### config.mk
export PLATFORM = sky130hd
export DESIGN_NAME = coin_credit_joystick_io_unit
export DESIGN_NICKNAME = d
export VERILOG_FILES = /design/src/rtl/ccj_pkg.sv /design/src/rtl/ccj_front.sv /design/src/rtl/ccj_queue.sv /design/src/rtl/ccj_back.sv /design/src/rtl/coin_credit_joystick_io_unit.sv
export SDC_FILE = /design/constraint.sdc
export NUM_CORES = 1
export LEC_CHECK = 0
export BUFFER_PORTS_ARGS = -buffer_cell sky130_fd_sc_hd__buf_2
export CAP_MARGIN = 30
export CORE_MARGIN = 2
export CORE_UTILIZATION = 30
export CTS_BUF_LIST = sky130_fd_sc_hd__clkbuf_8
export DETAILED_ROUTE_END_ITERATION = 8
export PLACE_DENSITY_LB_ADDON = 0.3
export SLEW_MARGIN = 25
export SYNTH_ARGS = -nofsm -noshare
export SYNTH_HDL_FRONTEND = slang
export SYNTH_SLANG_ARGS = --single-unit
export TNS_END_PERCENT = 1
### constraint.sdc
create_clock -name i_clk -period 10.6 [get_ports i_clk]
set_input_delay 0 -clock i_clk [delete_from_list [all_inputs] [get_ports i_clk]]
set_output_delay 0 -clock i_clk [all_outputs]
set_load 0.05 [all_outputs]
### src/rtl/ccj_pkg.sv
// ----------------------------------------------------------------------------
// ccj_pkg
// Shared types, codes and lookup functions for the coin/credit/joystick unit.
// ----------------------------------------------------------------------------
package ccj_pkg;

    // bus access as seen on the input channel
    typedef struct packed {
        logic       cmd;
        logic [1:0] offset;
        logic [7:0] write_data;
        logic [3:0] in0_low;
        logic [3:0] in0_high;
        logic [3:0] in1_low;
        logic [3:0] in1_high;
    } t_in_item;

    // one result per access
    typedef struct packed {
        logic [7:0] read_data;
        logic       lockout_written;
        logic       coin_lockout;
        logic       coin_a_pulse;
        logic       coin_b_pulse;
        logic       out0_written;
        logic [3:0] out0_value;
    } t_out_item;

    // access class decided by the front end
    typedef enum logic [2:0] {
        K_WRITE,
        K_RD_SYS,
        K_RD_JOY1,
        K_RD_JOY2,
        K_RD_NONE
    } t_op_kind;

    typedef struct packed {
        logic [3:0] in0_low;
        logic [3:0] in0_high;
        logic [3:0] in1_low;
        logic [3:0] in1_high;
    } t_switches;

    typedef struct packed {
        t_op_kind   kind;
        logic [2:0] wcmd;
        t_switches  sw;
    } t_op;

    typedef struct packed {
        logic full;
        logic empty;
    } t_q_stat;

    // write command codes
    localparam logic [2:0] CMD_SETUP     = 3'd1;
    localparam logic [2:0] CMD_CREDIT    = 3'd2;
    localparam logic [2:0] CMD_REMAP_OFF = 3'd3;
    localparam logic [2:0] CMD_REMAP_ON  = 3'd4;
    localparam logic [2:0] CMD_SWITCH    = 3'd5;

    // coinage set-up countdown steps
    localparam logic [2:0] SU_COINS_A   = 3'd4;
    localparam logic [2:0] SU_CREDITS_A = 3'd3;
    localparam logic [2:0] SU_COINS_B   = 3'd2;
    localparam logic [2:0] SU_CREDITS_B = 3'd1;

    localparam logic [7:0] CREDIT_LOCK  = 8'd99;
    localparam logic [7:0] CREDIT_FREE  = 8'd100;
    localparam logic [7:0] TEST_READ    = 8'hbb;
    localparam logic [3:0] LAMP_OFF     = 4'h0c;
    localparam logic [3:0] LAMP_ONE     = 4'h0e;
    localparam logic [3:0] LAMP_BOTH    = 4'h0f;

    localparam int Q_DEPTH = 2;
    localparam int Q_PTR_W = (Q_DEPTH > 1) ? $clog2(Q_DEPTH) : 1;
    localparam int Q_CNT_W = $clog2(Q_DEPTH + 1);

    // joystick direction remap
    function automatic logic [3:0] dir_map(input logic [3:0] j);
        logic [3:0] r;
        unique case (j)
            4'h0: r = 4'hf;
            4'h1: r = 4'he;
            4'h2: r = 4'hd;
            4'h3: r = 4'h5;
            4'h4: r = 4'hc;
            4'h5: r = 4'h9;
            4'h6: r = 4'h7;
            4'h7: r = 4'h6;
            4'h8: r = 4'hb;
            4'h9: r = 4'h3;
            4'ha: r = 4'ha;
            4'hb: r = 4'h4;
            4'hc: r = 4'h1;
            4'hd: r = 4'h2;
            4'he: r = 4'h0;
            default: r = 4'h8;
        endcase
        return r;
    endfunction

    // credits 0..127 to tens/ones nibbles, BCD to 99; tens by 205/2048 (1/10)
    function automatic logic [7:0] bcd_byte(input logic [6:0] c);
        logic [14:0] prod;
        logic [3:0]  tens;
        logic [6:0]  ones;
        prod = 15'(c) * 15'd205;
        tens = prod[14:11];
        ones = c - 7'(tens) * 7'd10;
        return {tens, ones[3:0]};
    endfunction

endpackage

### src/rtl/ccj_front.sv
// ----------------------------------------------------------------------------
// ccj_front
// Accepts bus accesses and classifies them into queue entries.
// ----------------------------------------------------------------------------
module ccj_front import ccj_pkg::*; (
    input  logic     i_valid,
    input  t_in_item i_data,
    input  t_q_stat  i_q_stat,
    output logic     o_stall,
    output logic     o_push,
    output t_op      o_op
);

    assign o_stall = i_q_stat.full;
    assign o_push  = i_valid & ~i_q_stat.full;

    always_comb begin
        o_op.wcmd        = i_data.write_data[2:0];
        o_op.sw.in0_low  = i_data.in0_low;
        o_op.sw.in0_high = i_data.in0_high;
        o_op.sw.in1_low  = i_data.in1_low;
        o_op.sw.in1_high = i_data.in1_high;
        if (i_data.cmd) begin
            o_op.kind = K_WRITE;
        end else begin
            unique case (i_data.offset)
                2'd0:    o_op.kind = K_RD_SYS;
                2'd1:    o_op.kind = K_RD_JOY1;
                2'd2:    o_op.kind = K_RD_JOY2;
                default: o_op.kind = K_RD_NONE;
            endcase
        end
    end

endmodule

### src/rtl/ccj_queue.sv
// ----------------------------------------------------------------------------
// ccj_queue
// Short FIFO of classified accesses between front and back.
// ----------------------------------------------------------------------------
module ccj_queue import ccj_pkg::*; (
    input  logic    i_clk,
    input  logic    i_rst_n,
    input  logic    i_push,
    input  t_op     i_op,
    input  logic    i_pop,
    output t_op     o_op,
    output t_q_stat o_stat
);

    t_op                r_mem [Q_DEPTH];
    logic [Q_PTR_W-1:0] r_wr_ptr, n_wr_ptr;
    logic [Q_PTR_W-1:0] r_rd_ptr, n_rd_ptr;
    logic [Q_CNT_W-1:0] r_count, n_count;

    function automatic logic [Q_PTR_W-1:0] ptr_inc(input logic [Q_PTR_W-1:0] p);
        return (p == Q_PTR_W'(Q_DEPTH - 1)) ? '0 : p + 1'b1;
    endfunction

    always_comb begin
        n_wr_ptr = i_push ? ptr_inc(r_wr_ptr) : r_wr_ptr;
        n_rd_ptr = i_pop  ? ptr_inc(r_rd_ptr) : r_rd_ptr;
        n_count  = r_count;
        if (i_push && !i_pop) begin
            n_count = r_count + 1'b1;
        end else if (!i_push && i_pop) begin
            n_count = r_count - 1'b1;
        end
    end

    always_ff @(posedge i_clk) begin
        if (!i_rst_n) begin
            r_wr_ptr <= '0;
            r_rd_ptr <= '0;
            r_count  <= '0;
        end else begin
            r_wr_ptr <= n_wr_ptr;
            r_rd_ptr <= n_rd_ptr;
            r_count  <= n_count;
        end
    end

    always_ff @(posedge i_clk) begin
        if (i_push) begin
            r_mem[r_wr_ptr] <= i_op;
        end
    end

    assign o_op         = r_mem[r_rd_ptr];
    assign o_stat.full  = (r_count == Q_CNT_W'(Q_DEPTH));
    assign o_stat.empty = (r_count == '0);

endmodule

### src/rtl/ccj_back.sv
// ----------------------------------------------------------------------------
// ccj_back
// Executes queued accesses: coinage, credits, lamps, joystick, result register.
// ----------------------------------------------------------------------------
module ccj_back import ccj_pkg::*; (
    input  logic      i_clk,
    input  logic      i_rst_n,
    input  t_q_stat   i_q_stat,
    input  t_op       i_op,
    output logic      o_pop,
    output logic      o_valid,
    input  logic      i_stall,
    output t_out_item o_data
);

    typedef enum logic [1:0] {
        MODE_SWITCH = 2'd0,
        MODE_CREDIT = 2'd1,
        MODE_PLAY   = 2'd2
    } t_mode;

    t_mode     r_mode, n_mode;
    logic [2:0] r_countdown, n_countdown;
    logic [2:0] r_need_a, n_need_a;
    logic [2:0] r_give_a, n_give_a;
    logic [2:0] r_need_b, n_need_b;
    logic [2:0] r_give_b, n_give_b;
    logic [7:0] r_cnt_a, n_cnt_a;
    logic [7:0] r_cnt_b, n_cnt_b;
    logic [6:0] r_credits, n_credits;
    logic [7:0] r_prev_coin, n_prev_coin;
    logic [1:0] r_prev_fire, n_prev_fire;
    logic       r_remap, n_remap;
    logic       r_out_valid;
    t_out_item  r_out, n_out;

    logic [7:0] val8, edg8, cr, cnt_a, cnt_b;
    logic [1:0] val2, edg2, pmask;
    logic [3:0] joy;

    assign o_pop = ~i_q_stat.empty & (~r_out_valid | ~i_stall);

    always_comb begin
        n_mode      = r_mode;
        n_countdown = r_countdown;
        n_need_a    = r_need_a;
        n_give_a    = r_give_a;
        n_need_b    = r_need_b;
        n_give_b    = r_give_b;
        n_cnt_a     = r_cnt_a;
        n_cnt_b     = r_cnt_b;
        n_credits   = r_credits;
        n_prev_coin = r_prev_coin;
        n_prev_fire = r_prev_fire;
        n_remap     = r_remap;
        n_out       = '0;
        val8        = ~{i_op.sw.in0_high, i_op.sw.in0_low};
        edg8        = val8 & ~r_prev_coin;
        cr          = {1'b0, r_credits};
        cnt_a       = r_cnt_a;
        cnt_b       = r_cnt_b;
        val2        = ~i_op.sw.in0_low[1:0];
        edg2        = val2 & ~r_prev_fire;
        pmask       = (i_op.kind == K_RD_JOY1) ? 2'b01 : 2'b10;
        joy         = (i_op.kind == K_RD_JOY1) ? i_op.sw.in1_low : i_op.sw.in1_high;

        if (i_op.kind == K_WRITE) begin
            if (r_countdown != '0) begin
                unique case (r_countdown)
                    SU_COINS_A:   n_need_a = i_op.wcmd;
                    SU_CREDITS_A: n_give_a = i_op.wcmd;
                    SU_COINS_B:   n_need_b = i_op.wcmd;
                    SU_CREDITS_B: n_give_b = i_op.wcmd;
                    default: ;
                endcase
                n_countdown = r_countdown - 3'd1;
            end else begin
                unique case (i_op.wcmd)
                    CMD_SETUP: begin
                        n_countdown = SU_COINS_A;
                        n_credits   = '0;
                    end
                    CMD_CREDIT:    n_mode  = MODE_CREDIT;
                    CMD_REMAP_OFF: n_remap = 1'b0;
                    CMD_REMAP_ON:  n_remap = 1'b1;
                    CMD_SWITCH:    n_mode  = MODE_SWITCH;
                    default: ;
                endcase
            end
        end else if (r_mode == MODE_SWITCH) begin
            unique case (i_op.kind)
                K_RD_SYS:  n_out.read_data = {i_op.sw.in0_high, i_op.sw.in0_low};
                K_RD_JOY1: n_out.read_data = {i_op.sw.in1_high, i_op.sw.in1_low};
                default:   n_out.read_data = '0;
            endcase
        end else if (i_op.kind == K_RD_SYS) begin
            n_prev_coin = val8;
            if (r_need_a != '0) begin
                n_out.lockout_written = 1'b1;
                if (cr >= CREDIT_LOCK) begin
                    n_out.coin_lockout = 1'b1;
                end else begin
                    if (edg8[4]) begin
                        cnt_a = r_cnt_a + 8'd1;
                        n_out.coin_a_pulse = 1'b1;
                        n_out.out0_written = 1'b1;
                        n_out.out0_value   = LAMP_OFF;
                        if (cnt_a >= {5'b0, r_need_a}) begin
                            cr    = cr + {5'b0, r_give_a};
                            cnt_a = cnt_a - {5'b0, r_need_a};
                        end
                    end
                    if (edg8[5]) begin
                        cnt_b = r_cnt_b + 8'd1;
                        n_out.coin_b_pulse = 1'b1;
                        n_out.out0_written = 1'b1;
                        n_out.out0_value   = LAMP_OFF;
                        if (cnt_b >= {5'b0, r_need_b}) begin
                            cr    = cr + {5'b0, r_give_b};
                            cnt_b = cnt_b - {5'b0, r_need_b};
                        end
                    end
                    if (edg8[6]) begin
                        cr = cr + 8'd1;
                    end
                end
            end else begin
                cr = CREDIT_FREE;
            end
            n_cnt_a = cnt_a;
            n_cnt_b = cnt_b;

            if (r_mode == MODE_CREDIT) begin
                n_out.out0_written = 1'b1;
                if (cr >= 8'd2) begin
                    n_out.out0_value = LAMP_BOTH;
                end else if (cr >= 8'd1) begin
                    n_out.out0_value = LAMP_ONE;
                end else begin
                    n_out.out0_value = LAMP_OFF;
                end
                // start 2 only looked at without a start 1 edge
                if (edg8[2]) begin
                    if (cr >= 8'd1) begin
                        cr = cr - 8'd1;
                        n_mode = MODE_PLAY;
                        n_out.out0_value = LAMP_OFF;
                    end
                end else if (edg8[3]) begin
                    if (cr >= 8'd2) begin
                        cr = cr - 8'd2;
                        n_mode = MODE_PLAY;
                        n_out.out0_value = LAMP_OFF;
                    end
                end
            end
            n_credits = cr[6:0];
            n_out.read_data = i_op.sw.in0_high[3] ? bcd_byte(cr[6:0]) : TEST_READ;
        end else if (i_op.kind == K_RD_JOY1 || i_op.kind == K_RD_JOY2) begin
            n_prev_fire = (r_prev_fire & ~pmask) | (val2 & pmask);
            n_out.read_data = {2'b00, ~|(val2 & pmask), ~|(edg2 & pmask),
                               r_remap ? dir_map(joy) : joy};
        end
    end

    always_ff @(posedge i_clk) begin
        if (!i_rst_n) begin
            r_mode      <= MODE_SWITCH;
            r_countdown <= '0;
            r_need_a    <= '0;
            r_give_a    <= '0;
            r_need_b    <= '0;
            r_give_b    <= '0;
            r_cnt_a     <= '0;
            r_cnt_b     <= '0;
            r_credits   <= '0;
            r_prev_coin <= '0;
            r_prev_fire <= '0;
            r_remap     <= 1'b0;
            r_out_valid <= 1'b0;
        end else begin
            if (o_pop) begin
                r_mode      <= n_mode;
                r_countdown <= n_countdown;
                r_need_a    <= n_need_a;
                r_give_a    <= n_give_a;
                r_need_b    <= n_need_b;
                r_give_b    <= n_give_b;
                r_cnt_a     <= n_cnt_a;
                r_cnt_b     <= n_cnt_b;
                r_credits   <= n_credits;
                r_prev_coin <= n_prev_coin;
                r_prev_fire <= n_prev_fire;
                r_remap     <= n_remap;
                r_out_valid <= 1'b1;
            end else if (!i_stall) begin
                r_out_valid <= 1'b0;
            end
        end
    end

    always_ff @(posedge i_clk) begin
        if (o_pop) begin
            r_out <= n_out;
        end
    end

    assign o_valid = r_out_valid;
    assign o_data  = r_out;

endmodule

### src/rtl/coin_credit_joystick_io_unit.sv
// ----------------------------------------------------------------------------
// coin_credit_joystick_io_unit
// Bus-side arcade coin/credit and joystick input controller.
//
//   channel | direction | handshake          | payload
//   --------+-----------+--------------------+--------------------
//   access  | in        | i_valid / o_stall  | i_data (t_in_item)
//   result  | out       | o_valid / i_stall  | o_data (t_out_item)
//
// One access per cycle sustained while i_stall is low; each result is
// registered first in the queue and then in the back end's result register.
// A two-entry queue decouples the front from the back; o_stall rises when full.
// A valid result register holds while i_stall is high and the back end waits.
// Synchronous active-low reset returns switch mode, no coinage, zero credits.
// ----------------------------------------------------------------------------
module coin_credit_joystick_io_unit import ccj_pkg::*; (
    input  logic      i_clk,
    input  logic      i_rst_n,
    input  logic      i_valid,
    output logic      o_stall,
    input  t_in_item  i_data,
    output logic      o_valid,
    input  logic      i_stall,
    output t_out_item o_data
);

    t_q_stat q_stat;
    t_op     front_op, back_op;
    logic    push, pop;

    ccj_front u_front (
        .i_valid  (i_valid),
        .i_data   (i_data),
        .i_q_stat (q_stat),
        .o_stall  (o_stall),
        .o_push   (push),
        .o_op     (front_op)
    );

    ccj_queue u_queue (
        .i_clk   (i_clk),
        .i_rst_n (i_rst_n),
        .i_push  (push),
        .i_op    (front_op),
        .i_pop   (pop),
        .o_op    (back_op),
        .o_stat  (q_stat)
    );

    ccj_back u_back (
        .i_clk    (i_clk),
        .i_rst_n  (i_rst_n),
        .i_q_stat (q_stat),
        .i_op     (back_op),
        .o_pop    (pop),
        .o_valid  (o_valid),
        .i_stall  (i_stall),
        .o_data   (o_data)
    );

endmodule

==> reports/metrics.cfg, run 1 <==
[clocking]
numCtsBuffers = 17
clk_path_buf_depth = 2
root_buffer = clkbuf_8
htreeDepth = 4
cts_tree = built
path_clk_slew_ps = 70
insertion_delay_ps = 450
cts_sinks = 113

[worst_setup_path]
r2r-start = u_back.r_cnt_a[0]$_SDFFE_PN0P_
r2r_cells = 49
cpMostUsedCell = inv_1
cp-end-kind = flip-flop
crit_arrival_ps = 10220
critPathMaxFanout = 4
required_ps = 10780
start_kind = flip-flop
r2r-end = u_back.o_data[12]$_SDFFCE_PP0P_
critical-path-max-stage-delay_ps = 530
critPathSlowestCell = fa_1
rrSetupSlack_ps = 560
path_class = reg -> reg

[sta]
setup_viol = 0
min_period_over_period_pct = 94.7
finalHoldViolCount = 0
max_slew_margin_pct = 36.4
fmax_mhz = 99.6
min_period_ps = 10040
tightest_slew_ps = 950
fin_skew_ps = 16.4
drv_slew = 0

[logic_synthesis]
yosys_most_used_dff = edfxtp_1
yosys-top-cells-area = edfxtp_1 21%, dfxtp_1 13%, ha_1 9.6%
syn_nets = 1060
yosysTopAreaCell = edfxtp_1
async_flop_share_pct = 0
ys_ff_latch = 113
yosys_warnings = 0
yosysSeqAreaShare_pct = 33.3
yosys.cell_types.count = 94
synth-edff-count = 59
syn-mean-instance-area_um2 = 9.02
synthesis.area_mm2 = 0.00857
synthesis.instances = 950
netlist.area_leader.share_pct = 20.7

[grt]
grt_pass1_vias = 7214
antenna_found_initial = 0
grt-busiest-layer = met2
grt_util_met2_pct = 24.5
grt-ovfl-total = 0
met3_usage_pct = 1.72
grt_first_pass_wirelength_mm = 37.0
grt_max_degree = 47
track_usage_pct = 15.2
met1_usage_pct = 21.0

[drt]
viasPerCell = 5.10
drt_pass1_iterations = 5
drtIter0Drc = 591
routed_wirelength_mm = 22.2
wire_per_inst_um = 15.4
vias = 7345
ant_nets = 0
drc = 0

[hold_path]
worstHoldStart = i_data[25]
hold_depth = 3
hold_end = u_queue.r_mem[1][19]$_DFFE_PP_
hp-class = in -> reg

[pwr]
ir_drop_v = 0.000145
p_per_area_mw_per_mm2 = 165
pwr-share-comb_pct = 41.2
p_sw_uw = 684
internal_power_uw = 1020
p_sw_share_pct = 40.2
leakage_uw = 0.00407
seqPwrFrac_pct = 33.1
clockPowerShare_pct = 25.8

[placed_design]
routabilityCongestion = 0.881
numPortBuffers = 44
placed_cell_area_mm2 = 0.00945
dp.final_hpwl_mm = 16.8

[finish]
syn_to_final_growth_pct = 20.0
postLayoutCellArea_mm2 = 0.0103
fin_util_pct = 36.8
final_common_cell = nor2_1
nNetsFinal = 1159
drive_gt1_share_pct = 18.4
final_cell_mix = 103 x nor2_1, 80 x nand2_1, 62 x ha_1, 59 x a21oi_1, 59 x edfxtp_1
diodes = 0

[floorplanning]
die_w_um = 173
initial_core_util_pct = 30.7
rows = 61
design.die.area_mm2 = 0.0299
core_area_mm2 = 0.0279
io_pins = 50
die_h_um = 173

[outcome]
outcome = complete, no violations

[run]
drv_cap = 0

-- power groups by stage --
stage,Combinational [uW],Clock (uW),Sequential [uW]
floorplan,414,0,655
global placement,678,0,570
detailed placement,683,0,573
CTS,694,449,563
global route,768,470,569
finish,700,438,562
-- cell type report --
type	instances	area, um2
Sequential cell	113	2850
Inverter	58	218
Clock inverter	15	183
Fill cell	2904	17700
Clock buffer	17	234
Multi-Input combinational cell	738	5470
Tap cell	378	473
Timing Repair Buffer	121	858
-- cell families (layout without fill, tap and decap cells) --
family	count (synthesis)	in the layout	share of synthesized area (%)
fa+ha+maj	79	79	12.7
mux	49	49	6.60
flops	113	113	33.3
buf+inv	99	211	4.79
compound gates	230	230	18.9
xor+xnor	36	36	3.93
simple gates	344	344	19.8
-- layer usage --
layer | up-vias | share of wire, %
li1 | 3679 | -
met1 | 3473 | 49
met2 | 164 | 45
met3 | 29 | 3.6
met4 | 0 | 1.9
met5 | - | 0
-- state kept, by name, indices dropped and copies added, names as in the netlist, 5 cells and up, named ones only --
signal,flops
u_back.r_credits,7
u_back.r_cnt_b,8
u_back.r_prev_coin,5
u_back.o_data,15
u_queue.r_mem,44
u_back.r_cnt_a,8
-- synth_stat cells (all sizes together) (21+ instances only) --
cell and n:
nor2 107, nand2 81, ha 66, a21oi 63, edfxtp 59, inv 58, dfxtp 54, mux2i 35
o21ai 35, nand3 31, clkbuf 21
-- timing repair --
item | 4_1_cts | 5_1_grt
buffers inserted | 0 | 4
endpoints found under the hold margin | 55 | 0
hold buffers | 24 | 0
gates cloned | 0 | 0
endpoints found under the setup margin | 1 | 2
pin swaps | 0 | 14
gates resized for setup | 3 | 28
-- worst max-delay path by stage --
stage	slack [ps]	startpoint	depth (start not counted)	end
after floorplan	10	u_back.r_cnt_a[0]$_SDFFE_PN0P_	51	u_back.o_data[12]$_SDFFCE_PP0P_
after global placement	160	u_back.r_cnt_a[0]$_SDFFE_PN0P_	50	u_back.o_data[12]$_SDFFCE_PP0P_
after detailed placement	-30	u_back.r_cnt_a[0]$_SDFFE_PN0P_	50	u_back.o_data[12]$_SDFFCE_PP0P_
after CTS	20	u_back.r_cnt_a[0]$_SDFFE_PN0P_	50	u_back.o_data[12]$_SDFFCE_PP0P_
after global routing	-40	u_back.r_cnt_a[0]$_SDFFE_PN0P_	50	u_back.o_data[12]$_SDFFCE_PP0P_
final	560	u_back.r_cnt_a[0]$_SDFFE_PN0P_	49	u_back.o_data[12]$_SDFFCE_PP0P_
-- metrics by stage --
stage               worst slack (ps)  hold WS, ps  power [uW]  TNS [ps]  std cells
global route                   -36.8         49.8        1810     -36.8       1440
global placement                 161          188        1250         0       1380
detailed placement             -34.2          191        1260     -34.2       1380
finish                           561         34.8        1700         0       1440
CTS                             18.7         9.73        1710         0       1436
floorplan                       12.7         98.9        1070         0        950
-- critical path, delay by kind of cell, from the launching register on --
family / cells / cell delay (ps)
xor gates and xnor gates: 3 / 520
AOI/OAI and AO/OA: 9 / 1620
buffers and inverters: 7 / 460
DFF: 1 / 320
adders and majority gates: 12 / 3640
muxes: 4 / 1050
and+or+nand+nor: 14 / 2200
No activity file was read; power rests on OpenSTA's default activity.
==> run 2: changes to the inputs <==
--- a/config.mk
+++ b/config.mk
@@ -11,7 +11,7 @@
 export CORE_UTILIZATION = 30
 export CTS_BUF_LIST = sky130_fd_sc_hd__clkbuf_8
 export DETAILED_ROUTE_END_ITERATION = 8
-export PLACE_DENSITY_LB_ADDON = 0.3
+export PLACE_DENSITY_LB_ADDON = 0.25
 export SLEW_MARGIN = 25
 export SYNTH_ARGS = -nofsm -noshare
 export SYNTH_HDL_FRONTEND = slang
==> run 2 against run 1 <==
Register-to-register slack got worse by 80 ps. Sequential share of layout area about the same. Total power shrank 2.1%. Die area unchanged. Global-route usage up 0.070 points. Clock-buffer cell count did not move. Wire length rose by 2.0%. Cell area about the same. Critical endpoint unchanged. Highest routed layer unchanged.
==> reports/metrics.cfg, run 2 (synthesized netlist as in run 1, its figures left out) <==
[outcome]
outcome = complete, no violations  ; unchanged

[grt]
grt_max_degree = 47  ; unchanged
grt_pass1_vias = 7196  ; was 7214
track_usage_pct = 15.2  ; about the same
antenna_found_initial = 0  ; unchanged
grt_first_pass_wirelength_mm = 37.3  ; was 37.0 mm
grt-ovfl-total = 0  ; unchanged

[finish]
largest_reg_flops = 44  ; unchanged
fillCellCount = 2935  ; was 2904
regMostFlops = u_queue.r_mem  ; unchanged
drive_gt1_share_pct = 18.7  ; was 18.4%
final_cell_mix = 103 x nor2_1, 79 x nand2_1, 64 x ha_1, 60 x buf_4  ; was 103 x nor2_1, 80 x nand2_1, 62 x ha_1, 59 x a21oi_1, 59 x edfxtp_1
multiInputGateArea_mm2 = 0.00544  ; was 0.00547 mm2
seq_area_mm2 = 0.00285  ; unchanged
fin_util_pct = 36.8  ; about the same
syn_to_final_growth_pct = 19.9  ; was 20.0%
finalNonFillerCells = 1447  ; was 1440
diodes = 0  ; unchanged
final_common_cell = nor2_1  ; unchanged
nNetsFinal = 1166  ; was 1159

[placed_design]
dp.cells = 1383  ; was 1380
routabilityCongestion = 0.873  ; was 0.881
dp.final_hpwl_mm = 16.9  ; was 16.8 mm
numPortBuffers = 44  ; unchanged

[sta]
finalHoldViolCount = 0  ; unchanged
tightest_slew_ps = 962  ; was 950 ps
setup_viol = 0  ; unchanged
fin_skew_ps = 9.14  ; was 16.4 ps
max_slew_margin_pct = 35.3  ; was 36.4%
drv_slew = 0  ; unchanged
min_period_ps = 10120  ; was 10040 ps
min_period_over_period_pct = 95.4  ; was 94.7%
fmax_mhz = 98.9  ; was 99.6 MHz

[worst_setup_path]
r2r_cells = 50  ; was 49
crit_buf_inv = 8  ; was 7
critPathSlowestCell = fa_1  ; unchanged
cpMostUsedCell = inv_1  ; unchanged
required_ps = 10780  ; about the same
rrSetupSlack_ps = 480  ; was 560 ps
crit_family = adder cells  ; unchanged
start_kind = flip-flop  ; unchanged
cp-end-kind = flip-flop  ; unchanged
path_class = reg -> reg  ; unchanged
critical-path-max-stage-delay_ps = 540  ; was 530 ps
critPathMaxFanout = 5  ; was 4
crit_arrival_ps = 10290  ; was 10220 ps
r2r-start = u_back.r_cnt_a[0]$_SDFFE_PN0P_  ; unchanged
r2r-end = u_back.o_data[12]$_SDFFCE_PP0P_  ; unchanged

[drt]
drtIter0Drc = 476  ; was 591
drt_pass1_iterations = 8  ; was 5
viasPerCell = 5.09  ; was 5.10
vias = 7361  ; was 7345
ant_nets = 0  ; unchanged
wire_per_inst_um = 15.7  ; was 15.4 um
routed_wirelength_mm = 22.7  ; was 22.2 mm
drc = 0  ; unchanged

[clocking]
htreeDepth = 4  ; unchanged
clk_path_buf_depth = 2  ; unchanged
numCtsBuffers = 17  ; unchanged
root_buffer = clkbuf_8  ; unchanged
cts_tree = built  ; unchanged
insertion_delay_ps = 440  ; was 450 ps
cts_sinks = 113  ; unchanged
path_clk_slew_ps = 80  ; was 70 ps

[hold_path]
hp-class = in -> reg  ; unchanged
hold_depth = 3  ; unchanged
hold_end = u_queue.r_mem[0][19]$_DFFE_PP_  ; was u_queue.r_mem[1][19]$_DFFE_PP_
worstHoldStart = i_data[25]  ; unchanged

[floorplanning]
die_w_um = 173  ; unchanged
design.die.area_mm2 = 0.0299  ; unchanged
die_h_um = 173  ; unchanged
core_area_mm2 = 0.0279  ; unchanged
rows = 61  ; unchanged
initial_core_util_pct = 30.7  ; unchanged
io_pins = 50  ; unchanged

[pwr]
pwr-share-comb_pct = 42.1  ; was 41.2%
ir_drop_v = 0.000126  ; was 0.000145 V
p_per_area_mw_per_mm2 = 162  ; was 165 mW/mm2
p_sw_share_pct = 41.7  ; was 40.2%
internal_power_uw = 971  ; was 1020 uW
total_power_uw = 1670  ; was 1700 uW
leakage_uw = 0.00410  ; was 0.00407 uW
clockPowerShare_pct = 24.2  ; was 25.8%
p_sw_uw = 694  ; was 684 uW
seqPwrFrac_pct = 33.7  ; was 33.1%

[run]
drv_cap = 0  ; unchanged

## run 2: layer usage
| metal | up-vias | share of wire, % | track usage [%] |
|---|---|---|---|
| li1 | 3701 | - | - |
| met1 | 3498 | 51 | 21.2 |
| met2 | 142 | 45 | 24.6 |
| met3 | 20 | 3.1 | 1.96 |
| met4 | 0 | 1.2 | 4.63 |
| met5 | - | 0 | 0 |
## run 2: cell type report
class | count | share of cell area (%)
multi-input combinational | 738 | 52.9
sequential | 113 | 27.8
timing repair buffer | 128 | 8.86
tap | 378 | 4.60
clock buffer | 17 | 2.28
inverter | 58 | 2.12
clock inverter | 15 | 1.46
## run 2: stage by stage
step / setup TNS, ps / hold slack, ps / area (um2) / setup WS, ps
finish: 0 / 34.0 / 10300 / 485
global route: -91.3 / 39.6 / 10300 / -91.3
CTS: 0 / 12.9 / 10100 / 54.0
global placement: 0 / 188 / 9470 / 105
detailed placement: -87.4 / 191 / 9480 / -87.4
floorplan: 0 / 98.9 / 8580 / 12.7
## run 2: repair_timing
action	4_1_cts	5_1_grt
pin swaps	0	12
setup endpoints to repair	1	2
hold endpoints to repair	55	0
buffers inserted	0	7
gates resized for setup	3	28
hold buffers	24	0
## run 2: worst reg2reg max path, delay by kind of cell, from the launching register on
family / cells / cell delay [ps]
compound gates: 8 / 1460
xor+xnor: 3 / 510
fa+ha+maj: 12 / 3720
buf+inv: 8 / 590
flops: 1 / 320
mux: 4 / 1000
simple gates: 15 / 2240
## run 2: power groups by stage
stage	clock network (uW)	logic, uW	registers (uW)
floorplan	0	414	655
global placement	0	680	571
detailed placement	0	685	572
CTS	415	697	562
global route	433	761	570
finish	403	700	562
## run 2: worst max path at each step
stage                                              start                               to  slack, ps  depth (start not counted)
after global routing      u_back.r_cnt_a[0]$_SDFFE_PN0P_  u_back.o_data[12]$_SDFFCE_PP0P_        -90                         52
after detailed placement  u_back.r_cnt_a[0]$_SDFFE_PN0P_  u_back.o_data[12]$_SDFFCE_PP0P_        -90                         50
after CTS                 u_back.r_cnt_a[0]$_SDFFE_PN0P_  u_back.o_data[12]$_SDFFCE_PP0P_         50                         50
final                     u_back.r_cnt_a[0]$_SDFFE_PN0P_  u_back.o_data[12]$_SDFFCE_PP0P_        480                         50
after global placement    u_back.r_cnt_a[0]$_SDFFE_PN0P_  u_back.o_data[12]$_SDFFCE_PP0P_        100                         48
after floorplan           u_back.r_cnt_a[0]$_SDFFE_PN0P_  u_back.o_data[12]$_SDFFCE_PP0P_         10                         51
